[src/sv/i2a_pkg.sv]
// Shared types and constants for the integer to ASCII formatter.
package i2a_pkg;

   // Beat layouts on the stream ports
   localparam int REQ_TDATA_W = 56;
   localparam int REQ_TUSER_W = 3;
   localparam int RSP_TDATA_W = 8;
   localparam int RSP_TUSER_W = 1;

   // Width of width and precision counts (both saturate well below 128)
   localparam int CNT_W = 7;

   // Conversion codes
   localparam logic [2:0] CMD_SDEC = 3'd0;
   localparam logic [2:0] CMD_UDEC = 3'd1;
   localparam logic [2:0] CMD_OCT  = 3'd2;
   localparam logic [2:0] CMD_HEXL = 3'd3;
   localparam logic [2:0] CMD_HEXU = 3'd4;
   localparam logic [2:0] CMD_BIN  = 3'd5;

   // ASCII characters
   localparam logic [7:0] CHAR_NUL     = 8'h00;
   localparam logic [7:0] CHAR_SPACE   = 8'h20;
   localparam logic [7:0] CHAR_PLUS    = 8'h2B;
   localparam logic [7:0] CHAR_MINUS   = 8'h2D;
   localparam logic [7:0] CHAR_DOT     = 8'h2E;
   localparam logic [7:0] CHAR_ZERO    = 8'h30;
   localparam logic [7:0] CHAR_UPPER_A = 8'h41;
   localparam logic [7:0] CHAR_LOWER_A = 8'h61;

   typedef enum logic [1:0] {
      RADIX_DEC,
      RADIX_OCT,
      RADIX_HEX,
      RADIX_BIN
   } radix_type;

   // Classified job handed from the front end to the back end
   typedef struct packed {
      logic             valid_cmd;
      logic             has_sign;
      logic [7:0]       sign_char;
      radix_type        radix;
      logic             upper;
      logic             sep8;
      logic             left;
      logic [CNT_W-1:0] min_width;
      logic [CNT_W-1:0] target;
   } job_type;

   typedef enum logic [2:0] {
      ST_IDLE,
      ST_BCD,
      ST_GEN,
      ST_PREP,
      ST_EMIT
   } back_state_type;

endpackage

[src/sv/i2a_front.sv]
// Front end: accepts request beats, applies the flag rules and classifies the job.
module i2a_front import i2a_pkg::*; #(
   parameter int WORD_BITS         = 32,
   parameter int DIGIT_STORE_CHARS = 40,
   parameter int MAX_WIDTH         = 64
) (
   input  logic                   req_tvalid,
   output logic                   req_tready,
   // value[31:0], alt_form, zero_pad, space_sign, left_align, plus_sign,
   // min_width[6:0], has_precision, precision[5:0], zero fill
   input  logic [REQ_TDATA_W-1:0] req_tdata,
   // cmd[2:0]
   input  logic [REQ_TUSER_W-1:0] req_tuser,
   input  logic                   queue_full,
   output logic                   job_push,
   output job_type                job,
   output logic [WORD_BITS-1:0]   job_value
);

   logic [2:0]              cmd;
   logic [31:0]             value;
   logic                    alt_form;
   logic                    zero_pad;
   logic                    space_sign;
   logic                    left_align;
   logic                    plus_sign;
   logic [CNT_W-1:0]        min_width;
   logic                    has_precision;
   logic [5:0]              precision;
   logic [WORD_BITS+31:0]   value_ext;
   logic [WORD_BITS-1:0]    word;
   logic                    is_dec;
   logic                    negative;
   logic                    has_sign;
   logic                    zero_eff;
   logic [CNT_W-1:0]        minw_sat;
   logic [CNT_W-1:0]        prec_sat;
   logic [CNT_W-1:0]        target;

   // Unpack the beat
   assign cmd           = req_tuser[2:0];
   assign value         = req_tdata[31:0];
   assign alt_form      = req_tdata[32];
   assign zero_pad      = req_tdata[33];
   assign space_sign    = req_tdata[34];
   assign left_align    = req_tdata[35];
   assign plus_sign     = req_tdata[36];
   assign min_width     = req_tdata[43:37];
   assign has_precision = req_tdata[44];
   assign precision     = req_tdata[50:45];

   // Hold off while the queue is full
   assign req_tready = ~queue_full;
   assign job_push   = req_tvalid & ~queue_full;

   // Trim or widen the number to the word size
   assign value_ext = {{WORD_BITS{1'b0}}, value};
   assign word      = value_ext[WORD_BITS-1:0];

   assign is_dec   = (cmd == CMD_SDEC) || (cmd == CMD_UDEC);
   assign negative = (cmd == CMD_SDEC) && word[WORD_BITS-1];
   assign has_sign = is_dec & (negative | plus_sign | space_sign);
   assign zero_eff = zero_pad & ~left_align & ~has_precision;

   // Saturate width and precision
   assign minw_sat = (min_width > CNT_W'(MAX_WIDTH)) ? CNT_W'(MAX_WIDTH) : min_width;
   assign prec_sat = ({1'b0, precision} > CNT_W'(DIGIT_STORE_CHARS)) ?
                     CNT_W'(DIGIT_STORE_CHARS) : {1'b0, precision};

   // Work out the minimum digit count
   always_comb begin
      target = has_precision ? prec_sat : CNT_W'(1);
      if (zero_eff) begin
         target = minw_sat;
         if (has_sign && target > CNT_W'(1)) begin
            target = target - CNT_W'(1);
         end
         if (target < CNT_W'(1)) begin
            target = CNT_W'(1);
         end
         if (target > CNT_W'(DIGIT_STORE_CHARS)) begin
            target = CNT_W'(DIGIT_STORE_CHARS);
         end
      end
   end

   // Classify the conversion
   always_comb begin
      job.valid_cmd = 1'b1;
      job.upper     = 1'b0;
      job.radix     = RADIX_DEC;
      case (cmd)
         CMD_SDEC: job.radix = RADIX_DEC;
         CMD_UDEC: job.radix = RADIX_DEC;
         CMD_OCT:  job.radix = RADIX_OCT;
         CMD_HEXL: job.radix = RADIX_HEX;
         CMD_HEXU: begin
            job.radix = RADIX_HEX;
            job.upper = 1'b1;
         end
         CMD_BIN:  job.radix = RADIX_BIN;
         default:  job.valid_cmd = 1'b0;
      endcase
      job.has_sign  = has_sign;
      job.sign_char = negative ? CHAR_MINUS : (plus_sign ? CHAR_PLUS : CHAR_SPACE);
      job.sep8      = (cmd == CMD_BIN) & alt_form;
      job.left      = left_align;
      job.min_width = minw_sat;
      job.target    = target;
   end

   // Magnitude of the number
   assign job_value = negative ? (~word + WORD_BITS'(1)) : word;

endmodule

[src/sv/i2a_queue.sv]
// Short job queue between the front end and the back end.
module i2a_queue #(
   parameter int DATA_W = 8,
   parameter int DEPTH  = 2
) (
   input  logic              clock,
   input  logic              reset,
   input  logic              push,
   input  logic [DATA_W-1:0] push_data,
   output logic              full,
   input  logic              pop,
   output logic [DATA_W-1:0] pop_data,
   output logic              not_empty
);

   localparam int AW = (DEPTH > 1) ? $clog2(DEPTH) : 1;
   localparam int CW = $clog2(DEPTH + 1);

   logic [DATA_W-1:0] slot_ff [DEPTH];
   logic [AW-1:0]     wr_ptr_ff, wr_ptr_in;
   logic [AW-1:0]     rd_ptr_ff, rd_ptr_in;
   logic [CW-1:0]     count_ff, count_in;
   logic              do_push;
   logic              do_pop;

   assign full      = (count_ff == CW'(DEPTH));
   assign not_empty = (count_ff != '0);
   assign do_push   = push & ~full;
   assign do_pop    = pop & not_empty;
   assign pop_data  = slot_ff[rd_ptr_ff];

   // Advance pointers and count
   always_comb begin
      wr_ptr_in = wr_ptr_ff;
      rd_ptr_in = rd_ptr_ff;
      count_in  = count_ff;
      if (do_push) begin
         wr_ptr_in = (wr_ptr_ff == AW'(DEPTH - 1)) ? '0 : wr_ptr_ff + AW'(1);
      end
      if (do_pop) begin
         rd_ptr_in = (rd_ptr_ff == AW'(DEPTH - 1)) ? '0 : rd_ptr_ff + AW'(1);
      end
      if (do_push && !do_pop) begin
         count_in = count_ff + CW'(1);
      end else if (do_pop && !do_push) begin
         count_in = count_ff - CW'(1);
      end
   end

   always_ff @(posedge clock) begin
      if (reset) begin
         wr_ptr_ff <= '0;
         rd_ptr_ff <= '0;
         count_ff  <= '0;
      end else begin
         wr_ptr_ff <= wr_ptr_in;
         rd_ptr_ff <= rd_ptr_in;
         count_ff  <= count_in;
      end
   end

   // Store the entry
   always_ff @(posedge clock) begin
      if (do_push) begin
         slot_ff[wr_ptr_ff] <= push_data;
      end
   end

endmodule

[src/sv/i2a_back.sv]
// Back end: converts the magnitude to digits, stores them and emits the field.
module i2a_back import i2a_pkg::*; #(
   parameter int WORD_BITS         = 32,
   parameter int DIGIT_STORE_CHARS = 40,
   parameter int MAX_WIDTH         = 64
) (
   input  logic                   clock,
   input  logic                   reset,
   input  logic                   job_valid,
   input  job_type                job,
   input  logic [WORD_BITS-1:0]   job_value,
   output logic                   job_pop,
   output logic                   rsp_tvalid,
   input  logic                   rsp_tready,
   // out_char[7:0]
   output logic [RSP_TDATA_W-1:0] rsp_tdata,
   output logic                   rsp_tlast,
   // empty_res
   output logic [RSP_TUSER_W-1:0] rsp_tuser
);

   localparam int BCD_DIGITS  = (WORD_BITS * 30103) / 100000 + 1;
   localparam int BCD_W       = 4 * BCD_DIGITS;
   localparam int SR_W        = (BCD_W > WORD_BITS) ? BCD_W : WORD_BITS;
   localparam int DOT_CHARS   = (WORD_BITS - 1) / 8;
   localparam int STORE_DEPTH = (DIGIT_STORE_CHARS + 1 > WORD_BITS + DOT_CHARS) ?
                                DIGIT_STORE_CHARS + 1 : WORD_BITS + DOT_CHARS;
   localparam int AW          = $clog2(STORE_DEPTH);
   localparam int LW          = $clog2(STORE_DEPTH + 1);
   localparam int BW          = $clog2(WORD_BITS);
   localparam int KW          = $clog2(MAX_WIDTH + STORE_DEPTH + 2);

   back_state_type       state_ff, state_in;
   job_type              job_ff, job_in;
   logic [SR_W-1:0]      sr_ff, sr_in;
   logic [WORD_BITS-1:0] bin_ff, bin_in;
   logic [BW-1:0]        bit_cnt_ff, bit_cnt_in;
   logic [LW-1:0]        len_ff, len_in;
   logic [LW-1:0]        dcnt_ff, dcnt_in;
   logic                 dot_done_ff, dot_done_in;
   logic [KW-1:0]        k_ff, k_in;
   logic [KW-1:0]        total_ff, total_in;
   logic [KW-1:0]        pad_left_ff, pad_left_in;
   logic [KW-1:0]        body_end_ff, body_end_in;
   logic [AW-1:0]        rd_addr_ff, rd_addr_in;
   logic [7:0]           rd_data_ff;
   logic                 rsp_valid_ff, rsp_valid_in;
   logic [7:0]           rsp_char_ff, rsp_char_in;
   logic                 rsp_last_ff, rsp_last_in;
   logic                 rsp_empty_ff, rsp_empty_in;
   logic [7:0]           store [STORE_DEPTH];

   logic                 wr_en;
   logic [7:0]           wr_char;
   logic                 rd_en;
   logic [BCD_W-1:0]     bcd_adj;
   logic [3:0]           digit;
   logic [7:0]           digit_chr;
   logic                 more;
   logic                 need_dot;
   logic                 out_free;
   logic                 out_last;
   logic [KW-1:0]        body;
   logic [KW-1:0]        minw_k;
   logic [KW-1:0]        span;
   logic [LW-1:0]        len_m1;

   assign rsp_tvalid   = rsp_valid_ff;
   assign rsp_tdata    = rsp_char_ff;
   assign rsp_tlast    = rsp_last_ff;
   assign rsp_tuser[0] = rsp_empty_ff;
   assign out_free     = ~rsp_valid_ff | rsp_tready;

   // Add three to every BCD digit of five or more before the shift
   always_comb begin
      logic [3:0] nib;
      for (int i = 0; i < BCD_DIGITS; i++) begin
         nib = sr_ff[4*i +: 4];
         bcd_adj[4*i +: 4] = (nib >= 4'd5) ? nib + 4'd3 : nib;
      end
   end

   // Pick the low digit for the current radix and map it to a character
   always_comb begin
      case (job_ff.radix)
         RADIX_DEC: digit = sr_ff[3:0];
         RADIX_HEX: digit = sr_ff[3:0];
         RADIX_OCT: digit = {1'b0, sr_ff[2:0]};
         RADIX_BIN: digit = {3'b000, sr_ff[0]};
         default:   digit = sr_ff[3:0];
      endcase
      if (digit > 4'd9) begin
         digit_chr = (job_ff.upper ? CHAR_UPPER_A : CHAR_LOWER_A) + {4'b0000, digit} - 8'd10;
      end else begin
         digit_chr = CHAR_ZERO + {4'b0000, digit};
      end
   end

   assign more     = (sr_ff != '0) || (KW'(len_ff) < KW'(job_ff.target));
   assign need_dot = job_ff.sep8 && (dcnt_ff != '0) && (dcnt_ff[2:0] == 3'b000);
   assign body     = KW'(len_ff) + KW'(job_ff.has_sign);
   assign minw_k   = KW'(job_ff.min_width);
   assign span     = (body < minw_k) ? minw_k : body;
   assign len_m1   = len_ff - LW'(1);
   assign out_last = (k_ff + KW'(1) == total_ff);

   // Next state and datapath
   always_comb begin
      state_in     = state_ff;
      job_in       = job_ff;
      sr_in        = sr_ff;
      bin_in       = bin_ff;
      bit_cnt_in   = bit_cnt_ff;
      len_in       = len_ff;
      dcnt_in      = dcnt_ff;
      dot_done_in  = dot_done_ff;
      k_in         = k_ff;
      total_in     = total_ff;
      pad_left_in  = pad_left_ff;
      body_end_in  = body_end_ff;
      rd_addr_in   = rd_addr_ff;
      rsp_valid_in = rsp_valid_ff;
      rsp_char_in  = rsp_char_ff;
      rsp_last_in  = rsp_last_ff;
      rsp_empty_in = rsp_empty_ff;
      job_pop      = 1'b0;
      wr_en        = 1'b0;
      wr_char      = digit_chr;
      rd_en        = 1'b0;

      // Drop the shown beat once taken
      if (rsp_tready) begin
         rsp_valid_in = 1'b0;
      end

      case (state_ff)
         ST_IDLE: begin
            if (job_valid) begin
               job_pop     = 1'b1;
               job_in      = job;
               len_in      = '0;
               dcnt_in     = '0;
               dot_done_in = 1'b0;
               bit_cnt_in  = '0;
               bin_in      = job_value;
               if (!job.valid_cmd) begin
                  state_in = ST_PREP;
               end else if (job.radix == RADIX_DEC) begin
                  sr_in    = '0;
                  state_in = ST_BCD;
               end else begin
                  sr_in    = SR_W'(job_value);
                  state_in = ST_GEN;
               end
            end
         end

         // Shift one binary bit into the BCD register per cycle
         ST_BCD: begin
            sr_in      = SR_W'({bcd_adj[BCD_W-2:0], bin_ff[WORD_BITS-1]});
            bin_in     = bin_ff << 1;
            bit_cnt_in = bit_cnt_ff + BW'(1);
            if (bit_cnt_ff == BW'(WORD_BITS - 1)) begin
               state_in = ST_GEN;
            end
         end

         // Write one character, least significant first
         ST_GEN: begin
            if (!dot_done_ff && !more) begin
               state_in = ST_PREP;
            end else if (need_dot && !dot_done_ff) begin
               wr_en       = 1'b1;
               wr_char     = CHAR_DOT;
               len_in      = len_ff + LW'(1);
               dot_done_in = 1'b1;
            end else begin
               wr_en       = 1'b1;
               len_in      = len_ff + LW'(1);
               dcnt_in     = dcnt_ff + LW'(1);
               dot_done_in = 1'b0;
               case (job_ff.radix)
                  RADIX_DEC: sr_in = sr_ff >> 4;
                  RADIX_HEX: sr_in = sr_ff >> 4;
                  RADIX_OCT: sr_in = sr_ff >> 3;
                  RADIX_BIN: sr_in = sr_ff >> 1;
                  default:   sr_in = sr_ff >> 4;
               endcase
            end
         end

         // Lay out the field and prefetch the leading digit
         ST_PREP: begin
            pad_left_in = (!job_ff.left && body < minw_k) ? minw_k - body : '0;
            body_end_in = ((!job_ff.left && body < minw_k) ? minw_k - body : '0) + body;
            if (!job_ff.valid_cmd) begin
               total_in = '0;
            end else begin
               total_in = (span > KW'(MAX_WIDTH)) ? KW'(MAX_WIDTH) : span;
            end
            k_in = '0;
            if (len_ff != '0) begin
               rd_en      = 1'b1;
               rd_addr_in = len_m1[AW-1:0];
            end
            state_in = ST_EMIT;
         end

         // Emit one character per free output slot
         ST_EMIT: begin
            if (out_free) begin
               rsp_valid_in = 1'b1;
               rsp_empty_in = 1'b0;
               if (total_ff == '0) begin
                  rsp_char_in  = CHAR_NUL;
                  rsp_last_in  = 1'b1;
                  rsp_empty_in = 1'b1;
                  state_in     = ST_IDLE;
               end else begin
                  rsp_last_in = out_last;
                  if (k_ff < pad_left_ff) begin
                     rsp_char_in = CHAR_SPACE;
                  end else if (job_ff.has_sign && k_ff == pad_left_ff) begin
                     rsp_char_in = job_ff.sign_char;
                  end else if (k_ff < body_end_ff) begin
                     rsp_char_in = rd_data_ff;
                     if (rd_addr_ff != '0) begin
                        rd_en      = 1'b1;
                        rd_addr_in = rd_addr_ff - AW'(1);
                     end
                  end else begin
                     rsp_char_in = CHAR_SPACE;
                  end
                  k_in = k_ff + KW'(1);
                  if (out_last) begin
                     state_in = ST_IDLE;
                  end
               end
            end
         end

         default: state_in = ST_IDLE;
      endcase
   end

   // Control registers
   always_ff @(posedge clock) begin
      if (reset) begin
         state_ff     <= ST_IDLE;
         rsp_valid_ff <= 1'b0;
      end else begin
         state_ff     <= state_in;
         rsp_valid_ff <= rsp_valid_in;
      end
   end

   // Datapath registers
   always_ff @(posedge clock) begin
      job_ff       <= job_in;
      sr_ff        <= sr_in;
      bin_ff       <= bin_in;
      bit_cnt_ff   <= bit_cnt_in;
      len_ff       <= len_in;
      dcnt_ff      <= dcnt_in;
      dot_done_ff  <= dot_done_in;
      k_ff         <= k_in;
      total_ff     <= total_in;
      pad_left_ff  <= pad_left_in;
      body_end_ff  <= body_end_in;
      rd_addr_ff   <= rd_addr_in;
      rsp_char_ff  <= rsp_char_in;
      rsp_last_ff  <= rsp_last_in;
      rsp_empty_ff <= rsp_empty_in;
   end

   // Digit store: one write port, one registered read port
   always_ff @(posedge clock) begin
      if (wr_en) begin
         store[len_ff[AW-1:0]] <= wr_char;
      end
      if (rd_en) begin
         rd_data_ff <= store[rd_addr_in];
      end
   end

endmodule

[src/sv/integer_to_ascii_formatter.sv]
// Decimal kinds first pass through the shift-and-add-3 BCD converter; then every valid
// kind writes one digit store character per cycle (dots included), a layout step
// follows, and the field leaves at one character per cycle while the output is accepted.
// While an item occupies the back end, two more items can wait in the job queue.
// Synchronous active-high reset clears the state machine, the queue and the output beat;
// the digit store is not cleared.
module integer_to_ascii_formatter import i2a_pkg::*; #(
   parameter int WORD_BITS         = 32,
   parameter int DIGIT_STORE_CHARS = 40,
   parameter int MAX_WIDTH         = 64
) (
   input  logic                   clock,
   input  logic                   reset,
   input  logic                   req_tvalid,
   output logic                   req_tready,
   // value[31:0], alt_form, zero_pad, space_sign, left_align, plus_sign,
   // min_width[6:0], has_precision, precision[5:0], zero fill
   input  logic [REQ_TDATA_W-1:0] req_tdata,
   // cmd[2:0]
   input  logic [REQ_TUSER_W-1:0] req_tuser,
   output logic                   rsp_tvalid,
   input  logic                   rsp_tready,
   // out_char[7:0]
   output logic [RSP_TDATA_W-1:0] rsp_tdata,
   // last
   output logic                   rsp_tlast,
   // empty_res
   output logic [RSP_TUSER_W-1:0] rsp_tuser
);

   localparam int Q_W = $bits(job_type) + WORD_BITS;

   job_type              front_job;
   logic [WORD_BITS-1:0] front_value;
   logic                 front_push;
   logic                 queue_full;
   logic [Q_W-1:0]       queue_out;
   logic                 queue_valid;
   logic                 back_pop;
   job_type              back_job;
   logic [WORD_BITS-1:0] back_value;

   // Accept and classify
   i2a_front #(
      .WORD_BITS        (WORD_BITS),
      .DIGIT_STORE_CHARS(DIGIT_STORE_CHARS),
      .MAX_WIDTH        (MAX_WIDTH)
   ) u_front (
      .req_tvalid(req_tvalid),
      .req_tready(req_tready),
      .req_tdata (req_tdata),
      .req_tuser (req_tuser),
      .queue_full(queue_full),
      .job_push  (front_push),
      .job       (front_job),
      .job_value (front_value)
   );

   // Decouple front and back
   i2a_queue #(
      .DATA_W(Q_W),
      .DEPTH (2)
   ) u_queue (
      .clock    (clock),
      .reset    (reset),
      .push     (front_push),
      .push_data({front_job, front_value}),
      .full     (queue_full),
      .pop      (back_pop),
      .pop_data (queue_out),
      .not_empty(queue_valid)
   );

   assign back_job   = queue_out[Q_W-1:WORD_BITS];
   assign back_value = queue_out[WORD_BITS-1:0];

   // Convert and emit
   i2a_back #(
      .WORD_BITS        (WORD_BITS),
      .DIGIT_STORE_CHARS(DIGIT_STORE_CHARS),
      .MAX_WIDTH        (MAX_WIDTH)
   ) u_back (
      .clock     (clock),
      .reset     (reset),
      .job_valid (queue_valid),
      .job       (back_job),
      .job_value (back_value),
      .job_pop   (back_pop),
      .rsp_tvalid(rsp_tvalid),
      .rsp_tready(rsp_tready),
      .rsp_tdata (rsp_tdata),
      .rsp_tlast (rsp_tlast),
      .rsp_tuser (rsp_tuser)
   );

endmodule
[config.mk]
export PLATFORM = sky130hd
export DESIGN_NAME = integer_to_ascii_formatter
export DESIGN_NICKNAME = d
export VERILOG_FILES = /design/src/sv/i2a_pkg.sv /design/src/sv/i2a_front.sv /design/src/sv/i2a_queue.sv /design/src/sv/i2a_back.sv /design/src/sv/integer_to_ascii_formatter.sv
export SDC_FILE = /design/constraint.sdc
export NUM_CORES = 1
export LEC_CHECK = 0
export ABC_AREA = 1
export BUFFER_PORTS_ARGS = -buffer_cell sky130_fd_sc_hd__buf_2
export CAP_MARGIN = 20
export CORE_MARGIN = 3
export CORE_UTILIZATION = 60
export DETAILED_ROUTE_END_ITERATION = 8
export PLACE_DENSITY = 0.77
export SYNTH_ARGS = -nofsm -noshare
export SYNTH_HDL_FRONTEND = slang
export SYNTH_SLANG_ARGS = --single-unit
[constraint.sdc]
create_clock -name clock -period 9.3 [get_ports clock]
set_input_delay 1.395 -clock clock [delete_from_list [all_inputs] [get_ports clock]]
set_output_delay 1.395 -clock clock [all_outputs]
set_load 0.05 [all_outputs]
==> results.yml, run 1 <==
drt:
  m1WireLength_um: 26150
  postRouteAntennaNets: 0
  avgViaCountPerCell: 5.776
  route.detailed.wl_per_inst_um: 18.04
  wl_met2_um: 31820
  wl_met3_um: 4701
  via_count: 20770
  drcViolationCount: 0
  totalWireLength_um: 64870
  routed.top_layer: "met4"
  drtIter0Drc: 2337
  first_pass_iters: 5
power:
  power_leakage_nw: 12.95
  power.total_mw: 10.69
  powerDensity_mw_per_mm2: 344.2
  ir_drop_v: 0.0002758
final_layout:
  drive_gt1_frac: 0.07528
  syn_to_final_growth_pct: 9.191
  nNetsFinal: 3089
  diodes: 0
  finalCoreUtilization: 0.6655
grt:
  grt_start_max_net_pins: 95
  grt_pass1_wl_um: 103400
  grt_pass1_vias: 20120
  grt_usage: 0.2571
  antenna_found_initial: 0
  overflow: 0
critical_path:
  worstSetupStartpointType: "flop"
  crit_path_max_fanout: 15
  path_class: "flop to flop"
  rrSetupSlack_ps: 3890
  worst-r2r-cell-count: 28
  slowest_stage: "edfxtp_1"
  arrival_ps: 5780
  r2r-end: "u_back.body_end_ff[6]"
  cp_common_cell: "nand2_1"
  crit_required_ps: 9670
  regToRegStartpoint: "u_back.len_ff[0]"
  cp_slowest_stage_delay_ps: 520
  end_kind: "flop"
clocking:
  clk_latency_ps: 620
  postCtsSetupRepairBufs: 0
  cts_root_buf: "clkbuf_16"
  cts_hold_buf: 0
  cts_tree: "yes"
  numCtsBuffers: 55
  cts.clk_slew.worst_paths_ps: 60
  ctsResizeCount: 0
  htreeDepth: 2
  clock_sinks: 572
  cts_max_path_buffers: 3
yosys:
  synth_edf_count: 557
  ys_ff_latch: 572
  ys_async_sr_fraction: 0
  synth_compound_area_frac: 0.07396
  syn-cell-area_mm2: 0.02844
  yosysWarnings: 0
  synth_ff_type: "edfxtp_1"
  syn_avg_cell_area_um2: 9.789
  synth-simple-area-share: 0.1932
  yosysUniqueCellTypes: 58
  synth_top_family_by_area: "simple AND/OR/NAND/NOR gates"
  synth_xor_xnor_area_share: 0.01910
  synthAdderAreaFrac: 0.03573
  synthMuxAreaShare: 0.001056
  syn_inst: 2905
  synth_seq_area_share: 0.5987
place:
  place_ws_ps: 3926
  port-buffer-count: 68
  gp_congestion: 0.8891
  hpwlAfterDp_um: 41340
timing:
  fmax_mhz: 184.9
  fin_skew_ps: 17.75
  layout_setup_ws_ps: 3891
  worst-slew-pin-transition_ps: 1060
  relSlewSlack: 0.2930
  setup_viol: 0
  fin_crit_sh: 0.5816
  rsz0062_at_grt: "false"
  finalHoldViolCount: 0
  fin_crit_ps: 5409
  setup_tns_ps: 0
  drv_slew: 0
worst_hold_path:
  hp-start: "u_queue.rd_ptr_ff"
  hold_path_class: "flop to flop"
  whs_path_depth: 1
die:
  fp.dieH_um: 223.7
  initial_core_util: 0.6095
  die_area_mm2: 0.05004
  core_mm2: 0.04665
  num_rows: 79
  die_w_um: 223.7
  pin_count: 75
run:
  max-cap-violations: 0
run_status:
  outcome: "finished, final reports clean"
-- cells in the final DEF, fill, tap and decap left out, types with 33 or more instances in the layout --
cell	instances
o21ai_0	102
a31oi_1	33
buf_2	68
nor2_1	241
nand3_1	330
xor2_1	44
clkbuf_16	55
edfxtp_1	557
nand2_1	609
ha_1	78
inv_1	435
a21oi_1	99
-- logic make-up after synthesis --
| group | count (synthesis) |
|---|---|
| other cells | 1 |
| mux | 3 |
| simple gates | 1278 |
| buf+inv | 559 |
| flops | 572 |
| xor+xnor | 62 |
| fa+ha+maj | 80 |
| compound gates | 350 |
-- flip-flops by register name (all words and copies together) (netlist names), 2 cells and up, named ones only --
name	count
u_back.bin_ff	32
u_back.state_ff	3
u_back.len_ff	6
u_back.dcnt_ff	6
u_back.job_ff	17
u_back.minw_k	7
u_back.total_ff	7
u_back.pad_left_ff	7
u_back.rsp_tdata	7
u_back.bit_cnt_ff	5
u_back.rd_data_ff	7
u_back.rd_addr_ff	6
u_back.k_ff	7
u_back.sr_ff	40
u_queue.slot_ff	112
u_back.store	287
u_queue.count_ff	2
u_back.body_end_ff	7
-- worst max path at each step --
stage	startpoint	endpoint	slack, ps	cells past startpoint
after floorplan	u_back.len_ff[1]	u_back.sr_ff[0]	4830	8
after global placement	rsp_tready	u_back.rd_data_ff[4]	4000	15
after detailed placement	rsp_tready	u_back.rd_data_ff[1]	3930	15
after CTS	u_back.len_ff[0]	u_back.body_end_ff[6]	3920	28
after global routing	u_back.len_ff[0]	u_back.body_end_ff[6]	3360	28
final	u_back.len_ff[0]	u_back.body_end_ff[6]	3890	28
-- through the flow --
step / cells / hold slack (ps) / area, um2
2_1_floorplan: 2907 / 429.6 / 28440
3_3_place_gp: 3493 / 429.0 / 29210
3_5_place_dp: 3493 / 458.1 / 29210
4_1_cts: 3593 / 466.5 / 30980
5_1_grt: 3596 / 482.7 / 31050
6_report: 3596 / 464.6 / 31050
-- where the power goes --
| group | internal (mW) | leakage (nW) | switching, mW | total (mW) |
|---|---|---|---|---|
| registers | 3.80 | 5.27 | 0.312 | 4.11 |
| clock network | 1.25 | 0.869 | 0.963 | 2.21 |
| logic | 1.23 | 6.82 | 3.14 | 4.36 |
| total | 6.27 | 13.0 | 4.41 | 10.7 |
-- Yosys cell counts, types with 24 or more instances --
library cell / instances / area, um2
buf_2: 41 / 205.2
nor2_1: 244 / 915.9
a21oi_1: 99 / 495.5
ha_1: 78 / 975.9
inv_1: 436 / 1637
clkbuf_1: 52 / 195.2
o221ai_1: 32 / 280.3
edfxtp_1: 557 / 16730
nor3_1: 24 / 120.1
a31oi_1: 33 / 206.5
nand2_1: 610 / 2290
nand3_1: 331 / 1657
o211ai_1: 27 / 202.7
o21ai_0: 103 / 515.5
xor2_1: 44 / 385.4
-- layout make-up --
cell class / count / area (um2)
clock buffer: 66 / 1448
clock inverter: 34 / 326.6
fill: 3536 / 15600
inverter: 449 / 1685
multi-input combinational: 1776 / 9236
sequential: 572 / 17030
tap: 607 / 759.5
timing repair buffer: 92 / 568.0
-- per-layer routing --
metal  up-vias  global-route usage
met5         -                   0
met4         0              0.1001
met1      9784              0.3413
met2       934              0.4356
li1       9901                   -
met3       151             0.03407
-- critical path, delay by kind of cell (launching register included) --
kind / cells / cell delay, ps
and+or+nand+nor: 13 / 2290
buffers and inverters: 4 / 280
AOI/OAI and AO/OA: 5 / 500
DFF: 1 / 520
adders and majority gates: 4 / 1230
xor gates and xnor gates: 2 / 360
No activity file was read; power rests on OpenSTA's default activity.
==> run 2, diff against run 1 <==
- clock period: 9.3 -> 5.6 ns (I/O delays scaled with it)
==> results.yml, run 2 (synthesis results as in run 1) <==
power:
  swShare: 0.4110
  powerDensity_mw_per_mm2: 574.3
  power_switching_mw: 7.359
  pwr-share-seq: 0.383
  intPower_mw: 10.54
  ir_drop_v: 0.0003836
  comb_power_share: 0.405
  power_leakage_nw: 13.00
  clockPowerShare: 0.212
grt:
  grt_pass1_vias: 20170
  overflow: 0
  grt_start_max_net_pins: 106
  grt_usage: 0.2615
  antenna_found_initial: 0
  grt_pass1_wl_um: 104800
clocking:
  cts_tree: "yes"
  htreeDepth: 2
  ctsResizeCount: 0
  cts_max_path_buffers: 3
  cts_root_buf: "clkbuf_16"
  cts_hold_buf: 0
  clk_latency_ps: 630
  numCtsBuffers: 56
  clock_sinks: 572
  postCtsSetupRepairBufs: 0
  cts.clk_slew.worst_paths_ps: 60
drt:
  avgViaCountPerCell: 5.798
  via_count: 20900
  postRouteAntennaNets: 0
  first_pass_iters: 6
  drcViolationCount: 0
  totalWireLength_um: 65550
  route.detailed.wl_per_inst_um: 18.19
  drtIter0Drc: 2353
final_layout:
  syn_to_final_growth_pct: 9.609
  finalInstanceArea_mm2: 0.03117
  final_common_cell: "nand2_1"
  drive_gt1_frac: 0.07841
  diodes: 0
  nNetsFinal: 3093
  largest_reg_flops: 287
  final_cell_mix: "607 x nand2_1, 557 x edfxtp_1, 434 x inv_1, 331 x nand3_1, 241 x nor2_1"
  nFillCells: 3442
critical_path:
  crit_required_ps: 5980
  worst-r2r-cell-count: 28
  end_kind: "flop"
  cp_slowest_stage_delay_ps: 500
  cp_common_cell: "nand2_1"
  worstSetupStartpointType: "flop"
  slowest_stage: "edfxtp_1"
  arrival_ps: 5400
  crit_path_max_fanout: 10
  path_class: "flop to flop"
timing:
  setup_viol: 0
  relSlewSlack: 0.3296
  fin_skew_ps: 23.52
  fin_crit_sh: 0.8972
  worst-slew-pin-transition_ps: 1002
  fmax_mhz: 199.0
  finalHoldViolCount: 0
  layout_setup_ws_ps: 575.8
  rsz0062_at_grt: "false"
  fin_crit_ps: 5024
  drv_slew: 0
  setup_tns_ps: 0
die:
  num_rows: 79
  fp.dieH_um: 223.7
  core_mm2: 0.04665
  initial_core_util: 0.6095
  die_area_mm2: 0.05004
  pin_count: 75
  die_w_um: 223.7
worst_hold_path:
  hold_path_class: "primary input to flop"
  whs_path_depth: 1
run_status:
  outcome: "finished, final reports clean"
place:
  port-buffer-count: 68
  hpwlAfterDp_um: 41910
  place_ws_ps: 664.0
  dpl_cell_area_mm2: 0.02930
  gp_congestion: 0.8786
run:
  max-cap-violations: 0
run 2: area by class of cell:
cell class              instances  area [um2]  area share
clock buffers                  72        1521     0.04881
clock inverters                33       331.6     0.01064
inverters                     449        1685     0.05407
multi-input cells            1776        9236      0.2963
flip-flops and latches        572       17030      0.5463
well taps                     607       759.5     0.02437
repair buffers                 95       608.1     0.01951
run 2: routing by layer:
metal,share of wire,wire [um],up-vias,track usage
met5,0,0,-,0
met4,0.038,2461,0,0.09905
met3,0.087,5696,171,0.04167
met2,0.48,31560,970,0.4366
met1,0.39,25830,9830,0.3496
li1,-,-,9924,-
run 2: worst paths after layout:
| kind | from | endpoint | slack, ps |
|---|---|---|---|
| hold reg to reg | u_queue.rd_ptr_ff | flop | 450 |
| hold / removal | req_tdata[35] | u_queue.slot_ff[0][46] | 440 |
| setup reg to reg | u_back.len_ff[0] | u_back.body_end_ff[6] | 580 |
| setup / recovery | u_back.len_ff[0] | u_back.body_end_ff[6] | 580 |
run 2: critical path: cells and delay by family, from the launching register on:
| family | cells | cell delay [ps] |
|---|---|---|
| adders and majority gates | 4 | 1220 |
| AOI/OAI and AO/OA | 4 | 410 |
| buffers and inverters | 4 | 250 |
| and+or+nand+nor | 14 | 2040 |
| xor gates and xnor gates | 2 | 350 |
| DFF | 1 | 500 |
run 2: power by group through the flow:
| stage | combinational (mW) | clock (mW) | sequential, mW |
|---|---|---|---|
| floorplan | 5.12 | 0 | 6.74 |
| global placement | 6.80 | 0 | 6.88 |
| detailed placement | 7.08 | 0 | 6.92 |
| CTS | 7.14 | 3.85 | 6.84 |
| global route | 8.04 | 4.01 | 6.93 |
| finish | 7.25 | 3.80 | 6.85 |
run 2: per-stage QoR:
| stage | power (mW) | util | hold slack [ps] | instances |
|---|---|---|---|---|
| 6_report | 17.90 | 0.6681 | 441.3 | 3604 |
| 5_1_grt | 18.99 | 0.6681 | 425.0 | 3604 |
| 4_1_cts | 17.83 | 0.6678 | 408.7 | 3603 |
| 3_5_place_dp | 14.00 | 0.6281 | 439.2 | 3498 |
| 3_3_place_gp | 13.68 | 0.6275 | 430.1 | 3497 |
| 2_1_floorplan | 11.86 | - | 429.6 | 2907 |
